$ cat src/rtl/core/sfc_pkg.sv
// Shared types, codes and constants for the spectral index surface classifier.
// Used by every module under rtl/core; depends on nothing.
package sfc_pkg;

   localparam int DIV_STEPS    = 15;
   localparam int QUEUE_DEPTH  = 4;

   localparam logic [14:0] CONF_MAX   = 15'd24576;
   localparam logic [14:0] CONF_HALF  = 15'd8192;
   localparam logic [14:0] CONF_ROCK  = 15'd4915;
   localparam logic signed [17:0] CONF_ONE = 18'sd16384;

   typedef enum logic [2:0] {
      CLASS_SNOW   = 3'd0,
      CLASS_ICE    = 3'd1,
      CLASS_ROCK   = 3'd2,
      CLASS_WATER  = 3'd3,
      CLASS_VEG    = 3'd4,
      CLASS_DEBRIS = 3'd5
   } surface_class_type;

   typedef enum logic [2:0] {
      CSR_SNOW_THR   = 3'd0,
      CSR_WATER_THR  = 3'd1,
      CSR_VEG_THR    = 3'd2,
      CSR_BARE_LIMIT = 3'd3,
      CSR_DEBRIS_LIM = 3'd4,
      CSR_SWIR_PRES  = 3'd5
   } csr_index_type;

   localparam logic signed [15:0] RST_SNOW_THR   = 16'sd6554;
   localparam logic signed [15:0] RST_WATER_THR  = 16'sd4915;
   localparam logic signed [15:0] RST_VEG_THR    = 16'sd4915;
   localparam logic signed [15:0] RST_BARE_LIMIT = 16'sd1638;
   localparam logic signed [15:0] RST_DEBRIS_LIM = -16'sd1638;

   typedef struct packed {
      logic signed [15:0] snow_threshold;
      logic signed [15:0] water_threshold;
      logic signed [15:0] vegetation_threshold;
      logic signed [15:0] bare_vegetation_limit;
      logic signed [15:0] debris_ratio_limit;
      logic               swir_present;
   } cfg_type;

   // One classified pixel waiting for the swir ratio divide
   typedef struct packed {
      logic              bare;
      surface_class_type cls;
      logic [14:0]       conf;
      logic              neg;
      logic [15:0]       mag;
      logic [16:0]       den;
   } queue_entry_type;

   typedef struct packed {
      logic              bare;
      surface_class_type cls;
      logic [14:0]       conf;
      logic              neg;
      logic [16:0]       rem;
      logic [14:0]       low;
      logic [14:0]       quo;
      logic [16:0]       den;
   } div_stage_type;

   function automatic logic [14:0] sat_conf(input logic signed [17:0] c);
      logic [14:0] r;
      if (c < 18'sd0) begin
         r = 15'd0;
      end else if (c > $signed({3'b000, CONF_MAX})) begin
         r = CONF_MAX;
      end else begin
         r = c[14:0];
      end
      return r;
   endfunction

endpackage

$ cat src/rtl/core/sfc_front.sv
// Front end: threshold tests in priority order and swir ratio operands.
// Depends on sfc_pkg.
module sfc_front
   import sfc_pkg::*;
(
   input  cfg_type                 cfg,
   input  logic signed [15:0]      snow_index,
   input  logic signed [15:0]      water_index,
   input  logic signed [15:0]      vegetation_index,
   input  logic [2:0]              index_invalid,
   input  logic [15:0]             swir_band1,
   input  logic [15:0]             swir_band2,
   output queue_entry_type         entry
);

   logic              snow_ok;
   logic              water_ok;
   logic              veg_ok;
   logic [16:0]       swir_sum;
   logic signed [16:0] veg_ext;
   logic [16:0]       veg_abs;
   logic signed [17:0] bare_conf;

   always_comb begin
      snow_ok  = !index_invalid[0];
      water_ok = !index_invalid[1];
      veg_ok   = !index_invalid[2];

      swir_sum = {1'b0, swir_band1} + {1'b0, swir_band2};
      veg_ext  = {vegetation_index[15], vegetation_index};
      veg_abs  = vegetation_index[15] ? 17'(-veg_ext) : 17'(veg_ext);
      bare_conf = CONF_ONE - $signed({1'b0, veg_abs});

      entry.bare = 1'b0;
      entry.cls  = CLASS_ROCK;
      entry.conf = CONF_ROCK;
      entry.neg  = swir_band2 > swir_band1;
      entry.mag  = entry.neg ? (swir_band2 - swir_band1) : (swir_band1 - swir_band2);
      entry.den  = swir_sum;
      if (!cfg.swir_present || swir_sum == 17'd0) begin
         entry.neg = 1'b0;
         entry.mag = 16'd0;
         entry.den = 17'd1;
      end

      if (snow_ok && snow_index > cfg.snow_threshold) begin
         entry.cls  = CLASS_SNOW;
         entry.conf = sat_conf($signed({{2{snow_index[15]}}, snow_index}));
      end else if (water_ok && water_index > cfg.water_threshold) begin
         entry.cls  = CLASS_WATER;
         entry.conf = sat_conf($signed({{2{water_index[15]}}, water_index}));
      end else if (veg_ok && vegetation_index > cfg.vegetation_threshold) begin
         entry.cls  = CLASS_VEG;
         entry.conf = sat_conf($signed({{2{vegetation_index[15]}}, vegetation_index}));
      end else if (veg_ok && vegetation_index < cfg.bare_vegetation_limit &&
                   snow_ok && snow_index < 16'sd0) begin
         entry.bare = 1'b1;
         entry.cls  = CLASS_ROCK;
         entry.conf = sat_conf(bare_conf);
      end
   end

endmodule

$ cat src/rtl/core/sfc_queue.sv
// Short queue decoupling the classifying front end from the divide pipeline.
// Depends on sfc_pkg.
module sfc_queue
   import sfc_pkg::*;
#(
   parameter int DEPTH = QUEUE_DEPTH
)
(
   input  logic            clock,
   input  logic            reset,
   input  logic            push,
   input  queue_entry_type entry_in,
   input  logic            pop,
   output queue_entry_type entry_out,
   output logic            empty,
   output logic            full
);

   localparam int PTR_W = (DEPTH > 1) ? $clog2(DEPTH) : 1;
   localparam int CNT_W = $clog2(DEPTH + 1);
   localparam logic [PTR_W-1:0] PTR_LAST = PTR_W'(DEPTH - 1);
   localparam logic [CNT_W-1:0] CNT_FULL = CNT_W'(DEPTH);

   queue_entry_type  mem_ff [DEPTH];
   logic [PTR_W-1:0] wr_ptr_ff, wr_ptr_in;
   logic [PTR_W-1:0] rd_ptr_ff, rd_ptr_in;
   logic [CNT_W-1:0] count_ff, count_in;

   assign empty     = count_ff == '0;
   assign full      = count_ff == CNT_FULL;
   assign entry_out = mem_ff[rd_ptr_ff];

   always_comb begin
      wr_ptr_in = wr_ptr_ff;
      rd_ptr_in = rd_ptr_ff;
      count_in  = count_ff;
      if (push) begin
         wr_ptr_in = (wr_ptr_ff == PTR_LAST) ? '0 : wr_ptr_ff + 1'b1;
      end
      if (pop) begin
         rd_ptr_in = (rd_ptr_ff == PTR_LAST) ? '0 : rd_ptr_ff + 1'b1;
      end
      if (push && !pop) begin
         count_in = count_ff + 1'b1;
      end else if (pop && !push) begin
         count_in = count_ff - 1'b1;
      end
   end

   always_ff @(posedge clock) begin
      if (reset) begin
         wr_ptr_ff <= '0;
         rd_ptr_ff <= '0;
         count_ff  <= '0;
      end else begin
         wr_ptr_ff <= wr_ptr_in;
         rd_ptr_ff <= rd_ptr_in;
         count_ff  <= count_in;
      end
   end

   always_ff @(posedge clock) begin
      if (push) begin
         mem_ff[wr_ptr_ff] <= entry_in;
      end
   end

   a_no_overflow: assert property (@(posedge clock) disable iff (reset)
      push && full |-> pop)
      else $error("queue written while full");

   a_no_underflow: assert property (@(posedge clock) disable iff (reset)
      pop |-> !empty)
      else $error("queue read while empty");

endmodule

$ cat src/rtl/core/sfc_back.sv
// Back end: bit-per-stage swir ratio divide, debris test and result register.
// Depends on sfc_pkg.
module sfc_back
   import sfc_pkg::*;
(
   input  logic               clock,
   input  logic               reset,
   input  logic signed [15:0] debris_ratio_limit,
   input  queue_entry_type    entry,
   input  logic               entry_present,
   output logic               pop,
   output logic               rsp_valid,
   input  logic               rsp_stall,
   output logic [2:0]         rsp_surface_class,
   output logic [14:0]        rsp_confidence
);

   div_stage_type      stage_ff [DIV_STEPS];
   div_stage_type      stage_in [DIV_STEPS];
   div_stage_type      stage_src [DIV_STEPS];
   logic [DIV_STEPS-1:0] valid_ff;
   logic               advance;
   logic               rsp_valid_ff;
   surface_class_type  class_ff, class_in;
   logic [14:0]        conf_ff, conf_in;
   div_stage_type      last;
   logic signed [16:0] ratio;
   logic               debris;

   assign advance = !rsp_valid_ff || !rsp_stall;
   assign pop     = advance && entry_present;

   always_comb begin
      stage_src[0].bare = entry.bare;
      stage_src[0].cls  = entry.cls;
      stage_src[0].conf = entry.conf;
      stage_src[0].neg  = entry.neg;
      stage_src[0].rem  = {2'b00, entry.mag[15:1]};
      stage_src[0].low  = {entry.mag[0], 14'd0};
      stage_src[0].quo  = 15'd0;
      stage_src[0].den  = entry.den;
   end

   for (genvar k = 1; k < DIV_STEPS; k++) begin : g_src
      assign stage_src[k] = stage_ff[k-1];
   end

   for (genvar k = 0; k < DIV_STEPS; k++) begin : g_step
      logic [17:0] shifted;
      always_comb begin
         shifted     = {stage_src[k].rem, stage_src[k].low[14]};
         stage_in[k] = stage_src[k];
         stage_in[k].low = {stage_src[k].low[13:0], 1'b0};
         if (shifted >= {1'b0, stage_src[k].den}) begin
            stage_in[k].rem = 17'(shifted - {1'b0, stage_src[k].den});
            stage_in[k].quo = {stage_src[k].quo[13:0], 1'b1};
         end else begin
            stage_in[k].rem = shifted[16:0];
            stage_in[k].quo = {stage_src[k].quo[13:0], 1'b0};
         end
      end

      always_ff @(posedge clock) begin
         if (reset) begin
            valid_ff[k] <= 1'b0;
         end else if (advance) begin
            valid_ff[k] <= (k == 0) ? entry_present : valid_ff[(k == 0) ? 0 : k-1];
         end
      end

      always_ff @(posedge clock) begin
         if (advance) begin
            stage_ff[k] <= stage_in[k];
         end
      end
   end

   always_comb begin
      last   = stage_ff[DIV_STEPS-1];
      ratio  = last.neg ? -$signed({2'b00, last.quo}) : $signed({2'b00, last.quo});
      debris = last.bare && (ratio < $signed({debris_ratio_limit[15], debris_ratio_limit}));
      class_in = debris ? CLASS_DEBRIS : last.cls;
      conf_in  = debris ? (CONF_HALF + last.quo) : last.conf;
   end

   always_ff @(posedge clock) begin
      if (reset) begin
         rsp_valid_ff <= 1'b0;
      end else if (advance) begin
         rsp_valid_ff <= valid_ff[DIV_STEPS-1];
      end
   end

   always_ff @(posedge clock) begin
      if (advance) begin
         class_ff <= class_in;
         conf_ff  <= conf_in;
      end
   end

   assign rsp_valid         = rsp_valid_ff;
   assign rsp_surface_class = class_ff;
   assign rsp_confidence    = conf_ff;

   a_no_ice: assert property (@(posedge clock) disable iff (reset)
      rsp_valid_ff |-> class_ff != CLASS_ICE)
      else $error("ice class produced");

   a_conf_range: assert property (@(posedge clock) disable iff (reset)
      rsp_valid_ff |-> conf_ff <= CONF_MAX)
      else $error("confidence above saturation limit");

   a_debris_conf: assert property (@(posedge clock) disable iff (reset)
      rsp_valid_ff && class_ff == CLASS_DEBRIS |-> conf_ff >= CONF_HALF)
      else $error("debris confidence below one half");

   a_quotient_bound: assert property (@(posedge clock) disable iff (reset)
      valid_ff[DIV_STEPS-1] |-> last.quo <= 15'd16384)
      else $error("swir ratio magnitude above one");

endmodule

$ cat src/rtl/core/surface_class_by_spectral_indices.sv
// Surface classifier top level: threshold registers, front end, queue, divide back end.
// Depends on sfc_pkg, sfc_front, sfc_queue and sfc_back.
//
// One result per accepted pixel, in order. The block sustains one pixel per clock:
// while rsp_stall is low: the front end classifies a pixel in the cycle it is
// accepted and writes it to a short queue; the back end pulls one entry per cycle
// into a fifteen-stage divider (one quotient bit per stage) for the swir ratio,
// then a result register. Each pixel passes through the queue, the divider
// stages and the result register before rsp_valid rises. When the result side
// stalls the whole back end holds; the queue absorbs pixels until it is full,
// then req_stall rises. Thresholds are written through the csr port,
// which is always ready; writes are expected only while no pixel is in flight.
module surface_class_by_spectral_indices
   import sfc_pkg::*;
#(
   parameter int QUEUE_DEPTH_P = QUEUE_DEPTH
)
(
   input  logic               clock,
   input  logic               reset,
   input  logic               csr_valid,
   output logic               csr_ready,
   input  logic [2:0]         csr_index,
   input  logic [15:0]        csr_wdata,
   input  logic               req_valid,
   output logic               req_stall,
   input  logic signed [15:0] req_snow_index,
   input  logic signed [15:0] req_water_index,
   input  logic signed [15:0] req_vegetation_index,
   input  logic [2:0]         req_index_invalid,
   input  logic [15:0]        req_swir_band1,
   input  logic [15:0]        req_swir_band2,
   output logic               rsp_valid,
   input  logic               rsp_stall,
   output logic [2:0]         rsp_surface_class,
   output logic [14:0]        rsp_confidence
);

   cfg_type         cfg_ff, cfg_in;
   queue_entry_type front_entry;
   queue_entry_type head_entry;
   logic            queue_empty;
   logic            queue_full;
   logic            push;
   logic            pop;

   assign csr_ready = 1'b1;

   always_comb begin
      cfg_in = cfg_ff;
      if (csr_valid && csr_ready) begin
         case (csr_index)
            CSR_SNOW_THR:   cfg_in.snow_threshold        = csr_wdata;
            CSR_WATER_THR:  cfg_in.water_threshold       = csr_wdata;
            CSR_VEG_THR:    cfg_in.vegetation_threshold  = csr_wdata;
            CSR_BARE_LIMIT: cfg_in.bare_vegetation_limit = csr_wdata;
            CSR_DEBRIS_LIM: cfg_in.debris_ratio_limit    = csr_wdata;
            CSR_SWIR_PRES:  cfg_in.swir_present          = csr_wdata[0];
            default: ;
         endcase
      end
   end

   always_ff @(posedge clock) begin
      if (reset) begin
         cfg_ff.snow_threshold        <= RST_SNOW_THR;
         cfg_ff.water_threshold       <= RST_WATER_THR;
         cfg_ff.vegetation_threshold  <= RST_VEG_THR;
         cfg_ff.bare_vegetation_limit <= RST_BARE_LIMIT;
         cfg_ff.debris_ratio_limit    <= RST_DEBRIS_LIM;
         cfg_ff.swir_present          <= 1'b1;
      end else begin
         cfg_ff <= cfg_in;
      end
   end

   assign req_stall = queue_full;
   assign push      = req_valid && !req_stall;

   sfc_front u_front (
      .cfg              (cfg_ff),
      .snow_index       (req_snow_index),
      .water_index      (req_water_index),
      .vegetation_index (req_vegetation_index),
      .index_invalid    (req_index_invalid),
      .swir_band1       (req_swir_band1),
      .swir_band2       (req_swir_band2),
      .entry            (front_entry)
   );

   sfc_queue #(
      .DEPTH (QUEUE_DEPTH_P)
   ) u_queue (
      .clock     (clock),
      .reset     (reset),
      .push      (push),
      .entry_in  (front_entry),
      .pop       (pop),
      .entry_out (head_entry),
      .empty     (queue_empty),
      .full      (queue_full)
   );

   sfc_back u_back (
      .clock              (clock),
      .reset              (reset),
      .debris_ratio_limit (cfg_ff.debris_ratio_limit),
      .entry              (head_entry),
      .entry_present      (!queue_empty),
      .pop                (pop),
      .rsp_valid          (rsp_valid),
      .rsp_stall          (rsp_stall),
      .rsp_surface_class  (rsp_surface_class),
      .rsp_confidence     (rsp_confidence)
   );

endmodule
$ cat config.mk
export PLATFORM = sky130hd
export DESIGN_NAME = surface_class_by_spectral_indices
export DESIGN_NICKNAME = d
export VERILOG_FILES = /design/src/rtl/core/sfc_pkg.sv /design/src/rtl/core/sfc_front.sv /design/src/rtl/core/sfc_queue.sv /design/src/rtl/core/sfc_back.sv /design/src/rtl/core/surface_class_by_spectral_indices.sv
export SDC_FILE = /design/constraint.sdc
export NUM_CORES = 2
export LEC_CHECK = 0
export CAP_MARGIN = 30
export CORE_MARGIN = 1.5
export CORE_UTILIZATION = 60
export CTS_CLUSTER_SIZE = 16
export DETAILED_ROUTE_END_ITERATION = 7
export DONT_BUFFER_PORTS = 1
export PLACE_DENSITY = 0.85
export SETUP_SLACK_MARGIN = 0.15
export SYNTH_ARGS = -nofsm -noshare
export SYNTH_HDL_FRONTEND = slang
export SYNTH_HIERARCHICAL = 1
export SYNTH_SLANG_ARGS = --single-unit
$ cat constraint.sdc
create_clock -name clock -period 45.1 [get_ports clock]
set_input_delay 13.53 -clock clock [delete_from_list [all_inputs] [get_ports clock]]
set_output_delay 13.53 -clock clock [all_outputs]
set_load 0.005 [all_outputs]
## After elaboration in Yosys (flattened, before gate mapping)

Memories as Yosys holds them, arrays and structs flattened. A register that Yosys moved wholly into a read port is not among the register bits.
Cells that the tools add are included.

- Register bits after elaboration: 122
- Memory bits (writable): 1457
- Input bits: 107
- Output and inout port bits: 21
- Memories: 2

- Add/sub/neg operators: 26
- $lt $le $gt $ge: 30
- Equality and inequality tests: 8
- Muxes and demuxes: 60
- Reduce and logical (&&, ||, !) cells: 33

Memories:

| name | depth | width | read ports | clocked after Yosys merged registers in | wr ports | RTL line | RTL |
|---|---|---|---|---|---|---|---|
| u_back.stage_ff | 15 | 83 | 15 | 0 | 15 | sfc_back.sv:18 | `div_stage_type stage_ff [DIV_STEPS];` |
| u_queue.mem_ff | 4 | 53 | 1 | 1 | 1 | sfc_queue.sv:24 | `queue_entry_type mem_ff [DEPTH];` |

Operator list:

| kind | count |
|---|---|
| 2-to-1 mux 17 bit | 17 |
| greater-or-equal comparator 18 x 17 -> 1 bit | 14 |
| subtractor 17 bit | 14 |
| 2-to-1 mux 15 bit | 9 |
| greater-than comparator 16 bit | 4 |
| less-than comparator 16 x 1 -> 1 bit (second input constant) | 4 |
| 2-to-1 mux 18 bit | 3 |
| greater-than comparator 16 bit (second input constant) | 3 |
| 2-to-1 mux 34 bit | 1 |
| subtractor 16 bit | 2 |
| 2-to-1 mux 1 bit | 22 |
| 2-to-1 mux 19 bit | 1 |
| greater-than comparator 18 x 16 -> 1 bit (second input constant) | 1 |
| less-than comparator 18 x 1 -> 1 bit (second input constant) | 1 |
| subtractor 15 x 17 -> 18 bit (first input constant) | 1 |
| adder 16 x 16 -> 17 bit | 1 |
| greater-or-equal comparator 16 x 17 -> 1 bit | 1 |
| logical NOT 17 bit | 1 |
| less-than comparator 17 x 16 -> 1 bit | 1 |
| negation 15 -> 17 bit | 1 |
| negation 16 -> 17 bit | 1 |
| subtractor 16 x 17 -> 17 bit | 1 |
| less-than comparator 16 bit | 1 |
| 2-to-1 mux 16 bit | 1 |
| other kinds (16) | 51 |

## Longest topological paths before layout

- Depth after elaboration: 10
- Depth in mapped cells: 15

## Hierarchy

Netlist, hierarchy kept.

Modules (own cells, without submodules):

| module | times used | cells each | area each (µm²) | seq. area each (µm²) |
|---|---|---|---|---|
| sfc_back | 1 | 3511 | 45304.7 | 27766.6 |
| sfc_queue | 1 | 321 | 8151.6 | 6546.3 |
| sfc_front | 1 | 830 | 5795.6 | 0.0 |
| surface_class_by_spectral_indices | 1 | 308 | 3224.3 | 1621.6 |

## Worst setup path before layout

OpenSTA, ideal clock, no wires.

- Path type: input-to-reg
- From: input port rsp_stall
- To: register u_back.conf_ff[0], in the netlist u_back/rsp_confidence[0], enable pin
- Library setup time: 1.633 ns
- Data arrival time: 38.720 ns
- Data required time: 43.467 ns
- Path slack: 4.747 ns
- Stages: 4
- Buffers on the path: 2
- Path through: and2_1 > clkbuf_1 > inv_1 > clkbuf_1

- Cells in the longest elaborated chain, start to end: 2

Ends and longest elaborated chain:

| item | RTL line | RTL |
|---|---|---|
| start: declaration | surface_class_by_spectral_indices.sv:34 | `input logic rsp_stall,` |
| logical NOT 1 bit | sfc_back.sv:30 | `assign advance = !rsp_valid_ff \|\| !rsp_stall;` |
| logical OR 1 bit | sfc_back.sv:30 |  |
| end signal: assignment | sfc_back.sv:97 | `conf_ff <= conf_in;` |
| end: declaration | sfc_back.sv:25 | `logic [14:0] conf_ff, conf_in;` |

Every way passes these cells.
A chain may end at the register's enable or synchronous reset.

==> results.md <==
- Outcome: completed
- CP required: 45420 ps
- Row count: 118
- Area Overhead vs Synth: 8.17%
- YS warnings: 6
- Via count: 39700
- Worst-Margin Slew: 1070 ps
- CTS H-tree depth: 3
- Num CTS Buffers: 115
- Worst setup slack after layout: 27980 ps
- Max-slew violations: 0
- Placement Setup Slack: 27260 ps
- Max_slew headroom: 28.6%
- Width of the die: 326 microns
- Buffers on Ports: 0
- CTS clk-pin slew, worst paths: 60 ps
- Post-synth EDFFs: 1126
- Final hold vios: 0
- Largest net degree at the start of global routing: 210
- IO Pins: 128
- Maximum vdd drop: 0.0000482 V
- Share of layout cells above drive strength 1: 9.78%
- Post-DP HPWL: 94900 microns
- Via/cell ratio: 6.15
- Avg Inst Size Synth: 12.6 sq um
- Post-Syn Area: 62500 sq um
- Commonest non-fill, non-tap cell in the layout: edfxtp_1
- Routed WL: 139000 microns
- Setup TNS: 0 ps
- Post-synth ARST share: 0%
- GRT Resource Usage Total: 25.7%
- P_leak: 0.0271 uW
- Vias in the first global route: 39600
- Syn nets: 5484
- DR WL/cell: 21.5 microns
- Post-route DRC: 0
- Core footprint: 103000 sq um
- Initial DRC count: 3846
- Antenna Nets Post-Route: 0
- Skew final: 72.4 ps
- Hold/Removal Path Class: reg -> reg
- CTS tree: built
- Worst Path Arrival: 17440 ps
- RePlAce Congestion: 0.939
- First-pass GRT wire length: 216000 microns
- Minimum clock period after layout: 17120 ps
- Endpoints failing setup: 0
- Nets: 5486
- GRT Residual Overflow: 0
- Die Ht: 326 microns
- Drt first pass iters: 7
- CTS resizes: 0
- Clk buf depth: 3
- Commonest non-fill, non-tap cells in the layout: edfxtp_1, inv_1, ha_1, nor2_1, a21oi_1
- Max FO, Critical Path: 209
- Seq/Total Area, Yosys: 57.5%
- Crit path kind: in -> reg
- RSZ-0062 raised after global routing: no
- Yosys reg bits: 1232
- Die area: 106000 sq um
- Clock sinks: 1232
- Clock Root Buffer: clkbuf_16
- FILL cells: 7114
- Startpoint Class: primary input
- Mapped Cells: 4970
- Post-synth top flop: edfxtp_1
- Critical path endpoint category: flip-flop
- Initial antenna violation count: 4
- Hold buffers post-CTS: 0
- Final period utilization: 38.0%
- Cell Pwr Density: 88.2 nW/um^2
- Synth cell types: 109
- Initial Util: 60.5%
- Fmax achieved: 58.4 MHz
- # diodes: 0
- Max Cap Viol: 0
- # Post-CTS Setup Buffers: 0
- Clock Latency Late Sink: 750 ps
cells by family (layout without fill, tap and decap cells):
group,Yosys count,after routing,share of synthesized area [%]
simple gates,1110,1110,8.92
other cells,1,1,0.00600
compound gates,1054,1054,11.2
fa+ha+maj,407,407,8.37
flops,1232,1232,57.5
xor+xnor,205,205,2.87
buf+inv,617,720,4.21
mux,344,344,6.95
per-stage QoR:
step | total power, uW | utilization [%] | std cells | cell area (sq um) | hold slack [ps]
after floorplan | 4260 | - | 4970 | 62500 | 400
after global placement | 4760 | 61.5 | 6230 | 63500 | 400
after detailed placement | 4890 | 61.5 | 6233 | 63600 | 405
after CTS | 5950 | 65.3 | 6451 | 67500 | 368
after global routing | 6330 | 65.4 | 6453 | 67600 | 381
final | 5960 | 65.4 | 6453 | 67600 | 367
worst paths after layout:
kind	slack, ps	from	cells after the start	end
max	27980	rsp_stall	7	u_back/stage_ff[1][301]
min	370	u_back/stage_ff[0][347]	0	u_back/stage_ff[0][430]
max reg2reg	40370	flip-flop	10	u_back/stage_ff[0][52]
min reg2reg	370	u_back/stage_ff[0][347]	0	u_back/stage_ff[0][430]
final cells by class:
cell class	count	area, sq um	area share, %
Multi-Input combinational cell	3121	23900	35.4
Inverter	483	1820	2.69
Tap cell	1380	1730	2.55
Sequential cell	1232	35900	53.2
Timing Repair Buffer	19	248	0.367
Clock inverter	73	823	1.22
Clock buffer	145	3110	4.60
per-layer routing:
metal  vias up  global-route usage (%)  wire (microns)
li1      18400                       -               -
met1     19200                    31.8           54200
met2      1700                    45.2           70000
met3       364                    3.92            9180
met4         0                    10.4            5330
met5         -                       0               0
registers in the layout (all words and copies together), names as in the netlist, named ones only:
| register | flops |
|---|---|
| u_back/rsp_confidence | 15 |
| u_back/valid_ff | 15 |
| u_back/stage_ff | 896 |
| u_back/rsp_surface_class | 3 |
| u_queue/rd_ptr_ff | 2 |
| u_back/rsp_valid | 1 |
| u_queue/mem_ff | 212 |
| u_queue/wr_ptr_ff | 2 |
| u_queue/count_ff | 3 |
| cfg_ff | 81 |
report_power, final:
part           leakage (uW)  internal, uW  switching [uW]
logic                0.0127          1210            1560
clock network       0.00189           557             435
registers            0.0125          1950             258
total                0.0271          3710            2260
worst max-delay path, stage by stage:
cell    delay [ps]
and2_1         390
inv_8          220
buf_16         500
buf_12         780
buf_4          570
buf_16         330
buf_12         740
cells in the mapped netlist, types with 9 or more instances:
| cell type | n | share of area (%) |
|---|---|---|
| nand2b_1 | 99 | 0.99 |
| buf_2 | 64 | 0.51 |
| o21ai_0 | 212 | 1.7 |
| edfxtp_1 | 1126 | 54 |
| inv_1 | 476 | 2.9 |
| nor3b_1 | 9 | 0.11 |
| a31oi_1 | 26 | 0.26 |
| mux4_2 | 50 | 1.8 |
| a21boi_0 | 21 | 0.25 |
| nor2b_1 | 50 | 0.50 |
| a311oi_1 | 9 | 0.13 |
| a21oi_1 | 296 | 2.4 |
| nand4_1 | 25 | 0.25 |
| o211ai_1 | 27 | 0.32 |
| and2_1 | 33 | 0.33 |
| a21o_1 | 105 | 1.3 |
| o21a_1 | 60 | 0.72 |
| nand3_1 | 91 | 0.73 |
| ha_1 | 389 | 7.8 |
| clkbuf_1 | 41 | 0.25 |
| dfxtp_1 | 106 | 3.4 |
| nor4_1 | 18 | 0.18 |
| o41ai_1 | 21 | 0.29 |
| mux2_2 | 157 | 2.8 |
| a211oi_1 | 72 | 0.87 |
| nor3_1 | 68 | 0.54 |
| fa_1 | 18 | 0.58 |
| buf_6 | 16 | 0.29 |
| a31o_2 | 10 | 0.14 |
| or2_2 | 11 | 0.11 |
| o31ai_1 | 56 | 0.67 |
| o311ai_0 | 10 | 0.14 |
| nor2_1 | 325 | 2.0 |
| o21bai_1 | 14 | 0.17 |
| mux2i_1 | 129 | 2.1 |
| and4_1 | 26 | 0.36 |
| or3_1 | 17 | 0.17 |
| xor2_1 | 60 | 0.84 |
| xnor2_1 | 145 | 2.0 |
| nand2_1 | 243 | 1.5 |
| and3_1 | 39 | 0.39 |
Power figures use the tool's default switching activity.
